**src/sv/tws_pkg.sv**
```systemverilog
package tws_pkg;

  localparam int CNT_W  = 32;
  localparam int LEN_W  = 5;
  localparam int BUF_W  = 2;
  localparam int NBUF   = 4;
  localparam int NKEPT  = 3;
  localparam int QDEPTH = 2;

  localparam logic [7:0] CH_LF = 8'h0A;
  localparam logic [7:0] CH_D0 = 8'h30;
  localparam logic [7:0] CH_D9 = 8'h39;
  localparam logic [7:0] CH_UA = 8'h41;
  localparam logic [7:0] CH_UZ = 8'h5A;
  localparam logic [7:0] CH_LA = 8'h61;
  localparam logic [7:0] CH_LZ = 8'h7A;

  typedef logic [CNT_W-1:0] cnt_t;

  // snapshot of everything a report needs
  typedef struct packed {
    cnt_t                            char_total;
    cnt_t                            word_total;
    cnt_t                            line_total;
    cnt_t                            short_chars;
    cnt_t                            short_line_no;
    cnt_t                            few_words;
    cnt_t                            few_words_line_no;
    logic [NKEPT-1:0][LEN_W-1:0]     kept_len;
    logic [NKEPT-1:0][BUF_W-1:0]     kept_buf;
  } report_t;

  // word buffer write port
  typedef struct packed {
    logic             en;
    logic [BUF_W-1:0] buf_id;
    logic [LEN_W-1:0] idx;
    logic [7:0]       data;
  } wr_t;

  typedef enum logic {
    BK_IDLE,
    BK_RUN
  } back_state_e;

  function automatic logic is_word_byte(input logic [7:0] c);
    return ((c >= CH_D0) && (c <= CH_D9)) || ((c >= CH_LA) && (c <= CH_LZ)) ||
           ((c >= CH_UA) && (c <= CH_UZ));
  endfunction

  function automatic cnt_t sat_inc(input cnt_t v);
    return (v == '1) ? v : v + cnt_t'(1);
  endfunction

endpackage

```
**src/sv/text_word_line_statistics_top.sv**
```systemverilog
// channel   | dir | handshake                    | content
// s_axis    | in  | s_axis_tvalid / s_axis_tready | text byte, end-of-text flag in tuser
// m_axis    | out | m_axis_tvalid / m_axis_tready | totals row, then kept-word characters
//
// a text byte is taken every cycle unless stalled as below; the per-byte counters and
// compares are registered; an end item is accepted at the input and yields 1 + sum of
// kept lengths rows, one row per cycle unless m_axis_tready stalls, from the word buffer
// read port; a queue of two reports sits between; a word byte stalls while its buffer is
// still named by a pending report, an end item stalls while the report queue is full
// reset clears all counters and the report queue; word buffers need no clearing
module text_word_line_statistics_top import tws_pkg::*; #(
  parameter int MAX_WORD = 20
) (
  input  logic         clk_i,
  input  logic         rst_ni,
  input  logic         s_axis_tvalid,
  output logic         s_axis_tready,
  input  logic [7:0]   s_axis_tdata,   // [7:0] text_byte
  input  logic [0:0]   s_axis_tuser,   // [0] end_of_text
  output logic         m_axis_tvalid,
  input  logic         m_axis_tready,
  // [31:0] char_total, [63:32] word_total, [95:64] line_total,
  // [127:96] shortest_line_chars, [159:128] shortest_line_number,
  // [191:160] fewest_words, [223:192] fewest_words_line_number,
  // [225:224] word_slot, [233:226] word_char, [238:234] word_length, [239] zero
  output logic [239:0] m_axis_tdata,
  output logic [0:0]   m_axis_tuser,   // [0] kind
  output logic         m_axis_tlast    // last
);

  logic            q_full, q_valid, push, pop;
  logic [NBUF-1:0] q_busy, bk_busy;
  report_t         push_data, head;
  wr_t             wr;

  tws_front #(.MAX_WORD(MAX_WORD)) u_front (
    .clk_i        (clk_i),
    .rst_ni       (rst_ni),
    .in_valid_i   (s_axis_tvalid),
    .in_ready_o   (s_axis_tready),
    .text_byte_i  (s_axis_tdata),
    .end_of_text_i(s_axis_tuser[0]),
    .q_full_i     (q_full),
    .busy_i       (q_busy | bk_busy),
    .push_o       (push),
    .push_data_o  (push_data),
    .wr_o         (wr)
  );

  tws_queue u_queue (
    .clk_i      (clk_i),
    .rst_ni     (rst_ni),
    .push_i     (push),
    .push_data_i(push_data),
    .full_o     (q_full),
    .pop_i      (pop),
    .valid_o    (q_valid),
    .head_o     (head),
    .busy_o     (q_busy)
  );

  tws_back #(.MAX_WORD(MAX_WORD)) u_back (
    .clk_i      (clk_i),
    .rst_ni     (rst_ni),
    .wr_i       (wr),
    .q_valid_i  (q_valid),
    .head_i     (head),
    .pop_o      (pop),
    .busy_o     (bk_busy),
    .out_valid_o(m_axis_tvalid),
    .out_ready_i(m_axis_tready),
    .out_data_o (m_axis_tdata),
    .out_kind_o (m_axis_tuser[0]),
    .out_last_o (m_axis_tlast)
  );

endmodule

```
**src/sv/tws_front.sv**
```systemverilog
module tws_front import tws_pkg::*; #(
  parameter int MAX_WORD = 20
) (
  input  logic                  clk_i,
  input  logic                  rst_ni,
  input  logic                  in_valid_i,
  output logic                  in_ready_o,
  input  logic [7:0]            text_byte_i,
  input  logic                  end_of_text_i,
  input  logic                  q_full_i,
  input  logic [NBUF-1:0]       busy_i,
  output logic                  push_o,
  output report_t               push_data_o,
  output wr_t                   wr_o
);

  cnt_t chars_q, chars_d, words_q, words_d, lines_q, lines_d;
  cnt_t ctl_q, ctl_d, wtl_q, wtl_d;
  cnt_t minc_q, minc_d, mincno_q, mincno_d, minw_q, minw_d, minwno_q, minwno_d;
  logic [LEN_W-1:0]            len_q, len_d;
  logic [NKEPT-1:0][LEN_W-1:0] klen_q, klen_d;
  logic [NKEPT-1:0][BUF_W-1:0] kbuf_q, kbuf_d;
  logic [BUF_W-1:0]            obuf_q, obuf_d;

  logic             wb, room, nl, acc, longer;
  cnt_t             ctl_n, lines_n, wtl_n;
  logic [1:0]       slot;

  assign wb   = is_word_byte(text_byte_i);
  assign room = len_q < LEN_W'(MAX_WORD);
  assign nl   = text_byte_i == CH_LF;

  // a word byte may not land in a buffer that a pending report still reads
  assign in_ready_o = end_of_text_i ? !q_full_i : !(wb && room && busy_i[obuf_q]);
  assign acc        = in_valid_i && in_ready_o;
  assign push_o     = acc && end_of_text_i;

  assign push_data_o = '{char_total: chars_q, word_total: words_q, line_total: lines_q,
                         short_chars: minc_q, short_line_no: mincno_q,
                         few_words: minw_q, few_words_line_no: minwno_q,
                         kept_len: klen_q, kept_buf: kbuf_q};

  // slot to replace: shortest, tie goes to 1 over 0 unless 2 is smaller
  always_comb begin
    if (klen_q[0] < klen_q[1]) begin
      slot = (klen_q[2] < klen_q[0]) ? 2'd2 : 2'd0;
    end else begin
      slot = (klen_q[2] < klen_q[1]) ? 2'd2 : 2'd1;
    end
  end

  assign longer = (klen_q[0] < len_q) || (klen_q[1] < len_q) || (klen_q[2] < len_q);

  always_comb begin
    chars_d  = chars_q;
    words_d  = words_q;
    lines_d  = lines_q;
    ctl_d    = ctl_q;
    wtl_d    = wtl_q;
    minc_d   = minc_q;
    mincno_d = mincno_q;
    minw_d   = minw_q;
    minwno_d = minwno_q;
    len_d    = len_q;
    klen_d   = klen_q;
    kbuf_d   = kbuf_q;
    obuf_d   = obuf_q;
    wr_o     = '0;
    ctl_n    = sat_inc(ctl_q);
    lines_n  = nl ? sat_inc(lines_q) : lines_q;
    wtl_n    = (len_q != '0) ? sat_inc(wtl_q) : wtl_q;
    if (acc && !end_of_text_i) begin
      chars_d = sat_inc(chars_q);
      ctl_d   = ctl_n;
      if (nl) begin
        lines_d = lines_n;
        if ((mincno_q == '0) || (ctl_n < minc_q)) begin
          minc_d   = ctl_n;
          mincno_d = lines_n;
        end
        ctl_d = '0;
      end
      if (wb) begin
        if (room) begin
          wr_o.en     = 1'b1;
          wr_o.buf_id = obuf_q;
          wr_o.idx    = len_q;
          wr_o.data   = text_byte_i;
          len_d       = len_q + LEN_W'(1);
        end
      end else begin
        if (len_q != '0) begin
          words_d = sat_inc(words_q);
        end
        wtl_d = wtl_n;
        if (nl) begin
          if ((minwno_q == '0) || (wtl_n < minw_q)) begin
            minw_d   = wtl_n;
            minwno_d = lines_n;
          end
          wtl_d = '0;
        end
        // keep the word by swapping buffers instead of copying it
        if (longer) begin
          klen_d[slot] = len_q;
          kbuf_d[slot] = obuf_q;
          obuf_d       = kbuf_q[slot];
        end
        len_d = '0;
      end
    end
  end

  always_ff @(posedge clk_i or negedge rst_ni) begin
    if (!rst_ni) begin
      chars_q  <= '0;
      words_q  <= '0;
      lines_q  <= '0;
      ctl_q    <= '0;
      wtl_q    <= '0;
      minc_q   <= '1;
      mincno_q <= '0;
      minw_q   <= '1;
      minwno_q <= '0;
      len_q    <= '0;
      klen_q   <= '0;
      kbuf_q   <= {BUF_W'(2), BUF_W'(1), BUF_W'(0)};
      obuf_q   <= BUF_W'(3);
    end else begin
      chars_q  <= chars_d;
      words_q  <= words_d;
      lines_q  <= lines_d;
      ctl_q    <= ctl_d;
      wtl_q    <= wtl_d;
      minc_q   <= minc_d;
      mincno_q <= mincno_d;
      minw_q   <= minw_d;
      minwno_q <= minwno_d;
      len_q    <= len_d;
      klen_q   <= klen_d;
      kbuf_q   <= kbuf_d;
      obuf_q   <= obuf_d;
    end
  end

endmodule

```
**src/sv/tws_queue.sv**
```systemverilog
module tws_queue import tws_pkg::*; (
  input  logic            clk_i,
  input  logic            rst_ni,
  input  logic            push_i,
  input  report_t         push_data_i,
  output logic            full_o,
  input  logic            pop_i,
  output logic            valid_o,
  output report_t         head_o,
  output logic [NBUF-1:0] busy_o
);

  localparam int PTR_W = $clog2(QDEPTH);

  report_t              ent_q [QDEPTH];
  logic [PTR_W-1:0]     rptr_q, wptr_q;
  logic [PTR_W:0]       cnt_q;
  logic [QDEPTH-1:0]    ent_valid;

  assign full_o  = cnt_q == (PTR_W+1)'(QDEPTH);
  assign valid_o = cnt_q != '0;
  assign head_o  = ent_q[rptr_q];

  // buffers named by queued reports must not be overwritten
  always_comb begin
    busy_o = '0;
    for (int e = 0; e < QDEPTH; e++) begin
      ent_valid[e] = ((PTR_W+1)'(e - int'(rptr_q)) & (PTR_W+1)'(QDEPTH - 1)) < cnt_q;
      if (ent_valid[e]) begin
        for (int k = 0; k < NKEPT; k++) begin
          busy_o[ent_q[e].kept_buf[k]] = 1'b1;
        end
      end
    end
  end

  always_ff @(posedge clk_i) begin
    if (push_i) begin
      ent_q[wptr_q] <= push_data_i;
    end
  end

  always_ff @(posedge clk_i or negedge rst_ni) begin
    if (!rst_ni) begin
      rptr_q <= '0;
      wptr_q <= '0;
      cnt_q  <= '0;
    end else begin
      if (push_i) begin
        wptr_q <= wptr_q + PTR_W'(1);
      end
      if (pop_i) begin
        rptr_q <= rptr_q + PTR_W'(1);
      end
      if (push_i && !pop_i) begin
        cnt_q <= cnt_q + (PTR_W+1)'(1);
      end else if (pop_i && !push_i) begin
        cnt_q <= cnt_q - (PTR_W+1)'(1);
      end
    end
  end

endmodule

```
**src/sv/tws_back.sv**
```systemverilog
module tws_back import tws_pkg::*; #(
  parameter int MAX_WORD = 20
) (
  input  logic            clk_i,
  input  logic            rst_ni,
  input  wr_t             wr_i,
  input  logic            q_valid_i,
  input  report_t         head_i,
  output logic            pop_o,
  output logic [NBUF-1:0] busy_o,
  output logic            out_valid_o,
  input  logic            out_ready_i,
  output logic [239:0]    out_data_o,
  output logic            out_kind_o,
  output logic            out_last_o
);

  localparam int IW    = (MAX_WORD > 1) ? $clog2(MAX_WORD) : 1;
  localparam int AW    = BUF_W + IW;
  localparam int DEPTH = NBUF << IW;

  logic [7:0]        mem [DEPTH];
  back_state_e       state_q, state_d;
  report_t           cur_q;
  logic [1:0]        slot_q, slot_d;
  logic [LEN_W-1:0]  idx_q, idx_d, idx_nx;
  logic              p_valid_q, p_kind_q, p_last_q;
  logic [1:0]        p_slot_q;
  logic [LEN_W-1:0]  p_len_q;
  logic [7:0]        rdata_q;
  logic              adv, issue_tot, issue_chr, chr_last, word_end, more;
  logic              nx_kind, nx_last;
  logic [1:0]        nx_slot;
  logic [AW-1:0]     rd_addr;

  assign adv      = !p_valid_q || out_ready_i;
  assign idx_nx   = idx_q + LEN_W'(1);
  assign word_end = idx_nx == cur_q.kept_len[slot_q];
  assign rd_addr  = {cur_q.kept_buf[slot_q], idx_q[IW-1:0]};

  // any nonzero word after the current slot
  always_comb begin
    case (slot_q)
      2'd0:    more = (cur_q.kept_len[1] != '0) || (cur_q.kept_len[2] != '0);
      2'd1:    more = cur_q.kept_len[2] != '0;
      default: more = 1'b0;
    endcase
  end
  assign chr_last = word_end && !more;

  always_comb begin
    state_d   = state_q;
    slot_d    = slot_q;
    idx_d     = idx_q;
    pop_o     = 1'b0;
    issue_tot = 1'b0;
    issue_chr = 1'b0;
    nx_kind   = 1'b0;
    nx_last   = 1'b0;
    nx_slot   = '0;
    unique case (state_q)
      BK_IDLE: begin
        if (q_valid_i && adv) begin
          pop_o     = 1'b1;
          issue_tot = 1'b1;
          nx_last   = head_i.kept_len == '0;
          idx_d     = '0;
          slot_d    = (head_i.kept_len[0] != '0) ? 2'd0 :
                      (head_i.kept_len[1] != '0) ? 2'd1 : 2'd2;
          if (!nx_last) begin
            state_d = BK_RUN;
          end
        end
      end
      BK_RUN: begin
        if (adv) begin
          issue_chr = 1'b1;
          nx_kind   = 1'b1;
          nx_slot   = slot_q;
          nx_last   = chr_last;
          if (!word_end) begin
            idx_d = idx_nx;
          end else begin
            idx_d  = '0;
            slot_d = ((slot_q == 2'd0) && (cur_q.kept_len[1] != '0)) ? 2'd1 : 2'd2;
          end
          if (chr_last) begin
            state_d = BK_IDLE;
          end
        end
      end
      default: state_d = BK_IDLE;
    endcase
  end

  always_comb begin
    busy_o = '0;
    if (state_q == BK_RUN) begin
      for (int k = 0; k < NKEPT; k++) begin
        busy_o[cur_q.kept_buf[k]] = 1'b1;
      end
    end
  end

  always_ff @(posedge clk_i) begin
    if (wr_i.en) begin
      mem[{wr_i.buf_id, wr_i.idx[IW-1:0]}] <= wr_i.data;
    end
    if (issue_chr) begin
      rdata_q <= mem[rd_addr];
    end
  end

  always_ff @(posedge clk_i) begin
    if (pop_o) begin
      cur_q <= head_i;
    end
    if (issue_tot || issue_chr) begin
      p_kind_q <= nx_kind;
      p_last_q <= nx_last;
      p_slot_q <= nx_slot;
      p_len_q  <= cur_q.kept_len[slot_q];
    end
  end

  always_ff @(posedge clk_i or negedge rst_ni) begin
    if (!rst_ni) begin
      state_q   <= BK_IDLE;
      slot_q    <= '0;
      idx_q     <= '0;
      p_valid_q <= 1'b0;
    end else begin
      state_q <= state_d;
      slot_q  <= slot_d;
      idx_q   <= idx_d;
      if (adv) begin
        p_valid_q <= issue_tot || issue_chr;
      end
    end
  end

  assign out_valid_o = p_valid_q;
  assign out_kind_o  = p_kind_q;
  assign out_last_o  = p_last_q;

  always_comb begin
    if (p_kind_q) begin
      out_data_o = {1'b0, p_len_q, rdata_q, p_slot_q, 224'd0};
    end else begin
      out_data_o = {16'd0, cur_q.few_words_line_no, cur_q.few_words, cur_q.short_line_no,
                    cur_q.short_chars, cur_q.line_total, cur_q.word_total,
                    cur_q.char_total};
    end
  end

endmodule
```
**config.mk**
```make
export PLATFORM = sky130hd
export DESIGN_NAME = text_word_line_statistics_top
export DESIGN_NICKNAME = d
export VERILOG_FILES = /design/src/sv/tws_pkg.sv /design/src/sv/text_word_line_statistics_top.sv /design/src/sv/tws_front.sv /design/src/sv/tws_queue.sv /design/src/sv/tws_back.sv
export SDC_FILE = /design/constraint.sdc
export NUM_CORES = 2
export LEC_CHECK = 0
export BUFFER_PORTS_ARGS = -buffer_cell sky130_fd_sc_hd__buf_2
export CAP_MARGIN = 20
export CORE_MARGIN = 10
export CORE_UTILIZATION = 32
export CTS_CLUSTER_SIZE = 8
export DETAILED_ROUTE_END_ITERATION = 8
export GPL_TIMING_DRIVEN = 1
export SETUP_SLACK_MARGIN = 0.3
export SLEW_MARGIN = 20
export SYNTH_ARGS = -nofsm -noshare
export SYNTH_HDL_FRONTEND = slang
export SYNTH_SLANG_ARGS = --single-unit
```
**constraint.sdc**
```tcl
create_clock -name clk_i -period 20.4 [get_ports clk_i]
set_input_delay 4.08 -clock clk_i [delete_from_list [all_inputs] [get_ports clk_i]]
set_output_delay 4.08 -clock clk_i [all_outputs]
set_load 0.01 [all_outputs]
```
# Yosys cells after proc, flatten, opt, wreduce, memory -nomap -nowiden
# Memories as Yosys holds them, arrays and structs flattened. A register that Yosys moved wholly into a read port is not among the register bits.
# Index checks and enable logic that the tools add are counted.
[totals] regBits=583 latch_bits=0 ram_bits=1514 rom_bits=0 output_inout_bits=244 wordCells=262 mem_count=2
[mem_list] memory="u_back.mem" words=128 width=8 read_ports=1 rd_clocked_by_memory_dff=1 wr=1 line_no="tws_back.sv:22" rtl="logic [7:0] mem [DEPTH];"
[mem_list] memory="u_queue.ent_q" words=2 width=245 read_ports=3 rd_clocked_by_memory_dff=0 wr=1 line_no="tws_queue.sv:15" rtl="report_t ent_q [QDEPTH];"
[op_classes] addsub=13 mul=0 div_mod_pow=0 order_cmp=39 n_eq_ne=13 n_shift=0 n_mux=81 bitwise=12 reduce_logical=61
[ops] operator="$mux 239" n=1
[ops] operator="$mux 32" n=6
[ops] operator="$add 32x1->32 const B" n=5
[ops] operator="$eq 32x32->1 const B" n=5
[ops] operator="$logic_not 32->1" n=2
[ops] operator="$lt 32x32->1" n=2
[ops] operator="$mux 16" n=3
[ops] operator="$lt 2x3->1 const B" n=12
[ops] operator="$mux 5" n=7
[ops] operator="$or 4x4->4" n=8
[ops] operator="$lt 5x5->1" n=6
[ops] operator="$mux 2" n=14
[ops] operator="$mux 1" n=25
[ops] operator="$reduce_bool 5->1" n=5
[ops] operator="$logic_and 1x1->1" n=23
[ops] operator="$ge 2x1->1 const B" n=10
[ops] operator="$demux 1 s2" n=9
[ops] operator="$ge 8x7->1 const B" n=2
[ops] operator="$le 8x7->1 const B" n=2
[ops] operator="$bwmux 15" n=1
[ops] operator="$logic_not 15->1" n=1
[ops] operator="$mux 4" n=3
[ops] operator="$reduce_and 2->1" n=6
[ops] operator="$add 5x1->5 const B" n=2
[ops] operator="30 further kinds" n=59

# Longest topological paths before layout
# An unclocked memory read counts as a cell.
[logic_depth] ltp_word=24 ltp_mapped=19 mapped_depth_nobuf=17

# Hierarchy
# A second synthesis with hierarchy kept.
[unflattened] cells_unflattened=5309 hier_area_um2=87599.0
[by_module_without_submodules] module="tws_back" n_inst=1 cells_per_inst=2773 area_per_inst_um2=50494.7 seq_area_each_um2=38842.3
[by_module_without_submodules] module="tws_queue" n_inst=1 cells_per_inst=814 area_per_inst_um2=19162.1 seq_area_each_um2=14814.2
[by_module_without_submodules] module="tws_front" n_inst=1 cells_per_inst=1718 area_per_inst_um2=17917.2 seq_area_each_um2=7992.7
[by_module_without_submodules] module="text_word_line_statistics_top" n_inst=1 cells_per_inst=4 area_per_inst_um2=25.0 seq_area_each_um2=0.0

# Worst setup path before layout
# No wires, ideal clock.
[synth_path] path_type="input to register" start="input s_axis_tvalid" end="memory u_queue.ent_q[0][0] (netlist name) (enable)" setup_time_ps=884 t_arrival_ps=15135 required_time_ps=19516 slack_ps=4380 stages=3 cell_sequence="nand2_1 a21oi_1 nor2b_1"
[synth_between] elab_chain_cells=4
[synth_rtl] item="from (decl)" line_no="text_word_line_statistics_top.sv:16" rtl="input logic s_axis_tvalid,"
[synth_rtl] item="$logic_and 1x1->1" line_no="tws_front.sv:35" rtl="assign acc = in_valid_i && in_ready_o;"
[synth_rtl] item="$logic_and 1x1->1" line_no="tws_front.sv:36" rtl="assign push_o = acc && end_of_text_i;"
[synth_rtl] item="net push" line_no="text_word_line_statistics_top.sv:31" rtl="logic q_full, q_valid, push, pop;"
[synth_rtl] item="$mux 1" line_no="tws_queue.sv:38" rtl="if (push_i) begin"
[synth_rtl] item="$mux 1 (not written as such)" line_no="tws_queue.sv:39" rtl="ent_q[wptr_q] <= push_data_i;"
[synth_rtl] item="to (decl)" line_no="tws_queue.sv:15"
# The timed path passes the listed nets, and every way through them passes these cells.

# Final worst setup path
[layout_path] start="input s_axis_tdata[7]" end="output s_axis_tready"
[layout_between] elab_chain_cells=8 elab_cells_between_ends=15 cone_classes="order compare (6); mux (1); reduce/logical (8)"
[layout_rtl] item="from (decl)" line_no="text_word_line_statistics_top.sv:18" rtl="input logic [7:0] s_axis_tdata,"
[layout_rtl] item="$ge 8x6->1, or another cell as far along" line_no="tws_pkg.sv:47" rtl="return ((c >= CH_D0) && (c <= CH_D9)) || ((c >= CH_LA) && (c <= CH_LZ)) ||"
[layout_rtl] item="$logic_and 1x1->1" line_no="tws_pkg.sv:47"
[layout_rtl] item="$logic_or 1x1->1" line_no="tws_pkg.sv:47"
[layout_rtl] item="$logic_or 1x1->1 (*)" line_no="tws_pkg.sv:47"
[layout_rtl] item="$logic_and 1x1->1 (*) (2 in a row)" line_no="tws_front.sv:34" rtl="assign in_ready_o = end_of_text_i ? !q_full_i : !(wb && room && busy_i[obuf_q]);"
[layout_rtl] item="$logic_not 1->1 (*)" line_no="tws_front.sv:34"
[layout_rtl] item="$mux 1 (*)" line_no="tws_front.sv:34"
[layout_rtl] item="to (decl)" line_no="text_word_line_statistics_top.sv:17" rtl="output logic s_axis_tready,"
# Mark *: on every way between the ends. The rest lies on a longest branch, timed or not.

==> impl_metrics.env <==
export IMPL_status="finished clean"
export IMPL_seqCellArea_um2=61700
export IMPL_yosys_area_top_type="edfxtp_1"
export IMPL_netlist_area_um2=85100
export IMPL_grt_first_pass_wirelength_um=288000
export IMPL_drtAntennaViolNets=0
export IMPL_dp_cells=8864
export IMPL_drtIter0Drc=3499
export IMPL_cts_setup_buffers=0
export IMPL_hold_class="reg -> reg"
export IMPL_die_area_um2=287000
export IMPL_period_minus_slack_ns=9.75
export IMPL_period_share_pct=47.8
export IMPL_ios=257
export IMPL_clk_pin_slew_worst_paths_ns=0.05
export IMPL_end_kind="output port"
export IMPL_crit_path_max_fanout=5
export IMPL_dp_hpwl_um=120000
export IMPL_route_met3_wl_um=12200
export IMPL_p_comb_share_pct=19.5
export IMPL_route_detailed_drc=0
export IMPL_drv_cap=0
export IMPL_timing_rr_start="u_front.len_q[0]"
export IMPL_yosysSeqAreaShare_pct=72.4
export IMPL_crit_start="s_axis_tdata[7]"
export IMPL_routed_top_layer="met4"
export IMPL_startpoint_type="input pin"
export IMPL_grt_pass1_vias=45200
export IMPL_total_power_mw=12.2
export IMPL_worstSkewPairLatency_ns=0.90
export IMPL_syn_inst=4715
export IMPL_final_cells=9330
export IMPL_antenna_found_initial=14
export IMPL_die_h_um=536
export IMPL_synth_top_area_share_pct=62.7
export IMPL_power_switching_mw=3.25
export IMPL_max_vdd_ir_drop_v=0.000104
export IMPL_via_count=44100
export IMPL_cts_buffers=315
export IMPL_p_int_mw=8.98
export IMPL_synth_edf_count=1776
export IMPL_yosys_top_cells_area="edfxtp_1 63%, mux4_2 8.9%, dfrtp_1 7.7%, mux2_2 5.1%, dfstp_2 2.1%"
export IMPL_final_nets=5758
export IMPL_final_core_util_pct=38.2
export IMPL_wl_met2_um=88100
export IMPL_wl_per_cell_um=20.3
export IMPL_clkPwrFrac_pct=37.6
export IMPL_cts_resized=0
export IMPL_synth_warnings=0
export IMPL_drive_gt1_share_pct=26.0
export IMPL_clock_sinks=2105
export IMPL_ff2ff_setup_slack_ns=14.18
export IMPL_worstMarginPinSlew_ns=1.12
export IMPL_fillers=24300
export IMPL_cp_data_required_time_ns=16.32
export IMPL_grt_total_usage_pct=12.9
export IMPL_switching_share_pct=26.6
export IMPL_drt_wl_total_um=189000
export IMPL_seq_power_share_pct=42.9
export IMPL_drv_slew=0
export IMPL_ys_seq_elements=2105
export IMPL_portBuffers=255
export IMPL_floorplan_initialDensity_pct=32.1
export IMPL_cts_hold_buffers_added=0
export IMPL_finalWeightedCongestion=0.784
export IMPL_setup_viol=0
export IMPL_cts_tree="done"
export IMPL_root_buffer="clkbuf_16"
export IMPL_crit_end="s_axis_tready"
export IMPL_vias_per_cell=4.72
export IMPL_setup_tns_ns=0
export IMPL_grt_max_degree=217
export IMPL_hold_ws_ns=0.469
export IMPL_p_per_area_nw_per_um2=121
export IMPL_synthToLayoutAreaGrowth_pct=19.0
export IMPL_final_hold_violation_count=0
export IMPL_syn_area_per_cell_um2=18.1
export IMPL_r2r_cells=17
export IMPL_ys_flop_type="edfxtp_1"
export IMPL_htreeDepth=5
export IMPL_leakage_nw=36.4
export IMPL_clockBufferDepth=4
export IMPL_arrival_ns=5.67
export IMPL_max_slew_margin_rel_pct=25.3
export IMPL_fmaxAchievable_mhz=103
export IMPL_synth_cell_types=85
export IMPL_multi_input_area_um2=24200
export IMPL_fin_worst_skew_ns=0.0921
export IMPL_met1_length_um=85000
export IMPL_first_pass_iters=6
export IMPL_rsz0062_at_grt="no"
export IMPL_coreArea_um2=265000
export IMPL_die_w_um=536
export IMPL_r2r_end="u_front.minwno_q[30]"
export IMPL_overflow=0
export IMPL_critPathKind="in -> out"
export IMPL_async_flop_share_pct=15.6
export IMPL_num_rows=189
placed cells by master (no fill, tap or decap), types with 105 or more instances in the layout:
master | netlist | final
edfxtp_1 | 1776 | 1776
conb_1 | 1 | 513
mux2_2 | 388 | 388
mux4_2 | 336 | 336
clkbuf_16 | 0 | 323
dfrtp_1 | 261 | 256
buf_2 | 9 | 254
nor2b_1 | 241 | 240
nor2_1 | 176 | 175
nand2_1 | 155 | 155
clkbuf_1 | 150 | 127
xnor2_1 | 116 | 116
nand3_1 | 106 | 106
inv_1 | 106 | 105
power by group through the flow:
stage | sequential (mW) | combinational (mW) | clock, mW
floorplan | 5.24 | 1.67 | 0
global placement | 5.33 | 2.41 | 0
detailed placement | 5.34 | 2.42 | 0
CTS | 5.26 | 2.43 | 4.72
global route | 5.27 | 2.58 | 4.91
finish | 5.24 | 2.39 | 4.60
metrics by stage:
stage / setup slack [ns] / area [µm²]
after floorplan: 4.38 / 87000
after global routing: 10.54 / 101000
final: 10.65 / 101000
after global placement: 10.51 / 92500
after detailed placement: 10.62 / 92500
after CTS: 10.61 / 101000
cell type report:
class	count	area share [%]
clock buffer	453	8.49
timing repair buffer	322	1.84
inverter	107	0.404
multi-input combinational	2799	23.9
tap	3533	4.37
antenna	2	0.00494
clock inverter	9	0.0877
sequential	2105	60.9
flip-flops by register name, indices dropped and copies added (netlist names), 2 cells and up:
register             cells
u_front.chars_q         32
u_front.len_q            5
u_back.slot_q            2
u_back.cur_q           245
u_back.p_slot_q          2
u_queue.cnt_q            2
u_back.rdata_q           8
u_front.minc_q          32
u_front.obuf_q           2
u_front.words_q         32
u_back.mem            1024
u_front.ctl_q           32
u_front.minw_q          32
u_front.minwno_q        32
u_front.lines_q         32
u_back.p_len_q           5
u_front.wtl_q           32
u_front.push_data_o     21
u_queue.ent_q          490
u_front.mincno_q        32
u_back.idx_q             5
synthesized netlist by cell type, types with 6 or more instances:
| master | count |
|---|---|
| nand3_1 | 106 |
| edfxtp_1 | 1776 |
| buf_2 | 9 |
| a31oi_1 | 10 |
| and4_1 | 14 |
| and3_1 | 29 |
| or3_1 | 11 |
| dfrtp_1 | 261 |
| nand2_1 | 155 |
| mux4_2 | 336 |
| buf_6 | 12 |
| o31ai_1 | 23 |
| nor4_1 | 33 |
| and2_1 | 30 |
| buf_1 | 39 |
| nor2b_1 | 241 |
| nor3_1 | 54 |
| inv_1 | 106 |
| xor2_1 | 81 |
| ha_1 | 95 |
| a21o_1 | 14 |
| clkbuf_1 | 150 |
| nand4_1 | 69 |
| a211oi_1 | 6 |
| dfstp_2 | 68 |
| mux2_2 | 388 |
| nor4b_1 | 11 |
| o211ai_1 | 8 |
| nand2b_1 | 21 |
| a21oi_1 | 40 |
| nor2_1 | 176 |
| mux2i_1 | 18 |
| a22o_1 | 17 |
| xnor2_1 | 116 |
| o21ai_0 | 92 |
worst min path at each step:
stage                                 from               endpoint  cells past startpoint
detailed placement  u_front.push_data_o[4]    u_queue.ent_q[1][4]                      0
global route            u_front.minw_q[15]   u_queue.ent_q[0][68]                      0
floorplan               u_front.lines_q[3]  u_queue.ent_q[0][152]                      0
global placement       u_front.words_q[12]  u_queue.ent_q[0][193]                      0
CTS                    u_front.mincno_q[6]   u_queue.ent_q[0][91]                      0
finish                u_front.mincno_q[15]  u_queue.ent_q[1][100]                      0
routing by layer:
| metal | global-route usage [%] | up-vias |
|---|---|---|
| li1 | - | 19700 |
| met1 | 18.1 | 22600 |
| met2 | 20.5 | 1406 |
| met3 | 2.54 | 291 |
| met4 | 3.61 | 0 |
| met5 | 0 | - |
kinds of logic (layout without fill, tap and decap cells):
kind of cell             count (synthesis)  in the layout  synth area share, %
AO/OA/AOI/OAI                          264            264                 2.08
XOR/XNOR                               197            197                 2.03
adder cells (fa/ha/maj)                 95             95                 1.40
buffers and inverters                  323            891                 1.57
flip-flops                            2105           2105                 72.4
multiplexers                           748            748                 14.3
other                                    1            515              0.00441
AND/OR/NAND/NOR                        982            982                 6.16
worst max-delay path, stage by stage:
cell and delay, ns:
buf_2 0.11, nor4b_1 0.32, a21oi_1 0.11, or3b_2 0.60
nor3_1 0.21, a31oi_1 0.08, buf_2 0.16
Power figures use the tool's default switching activity.
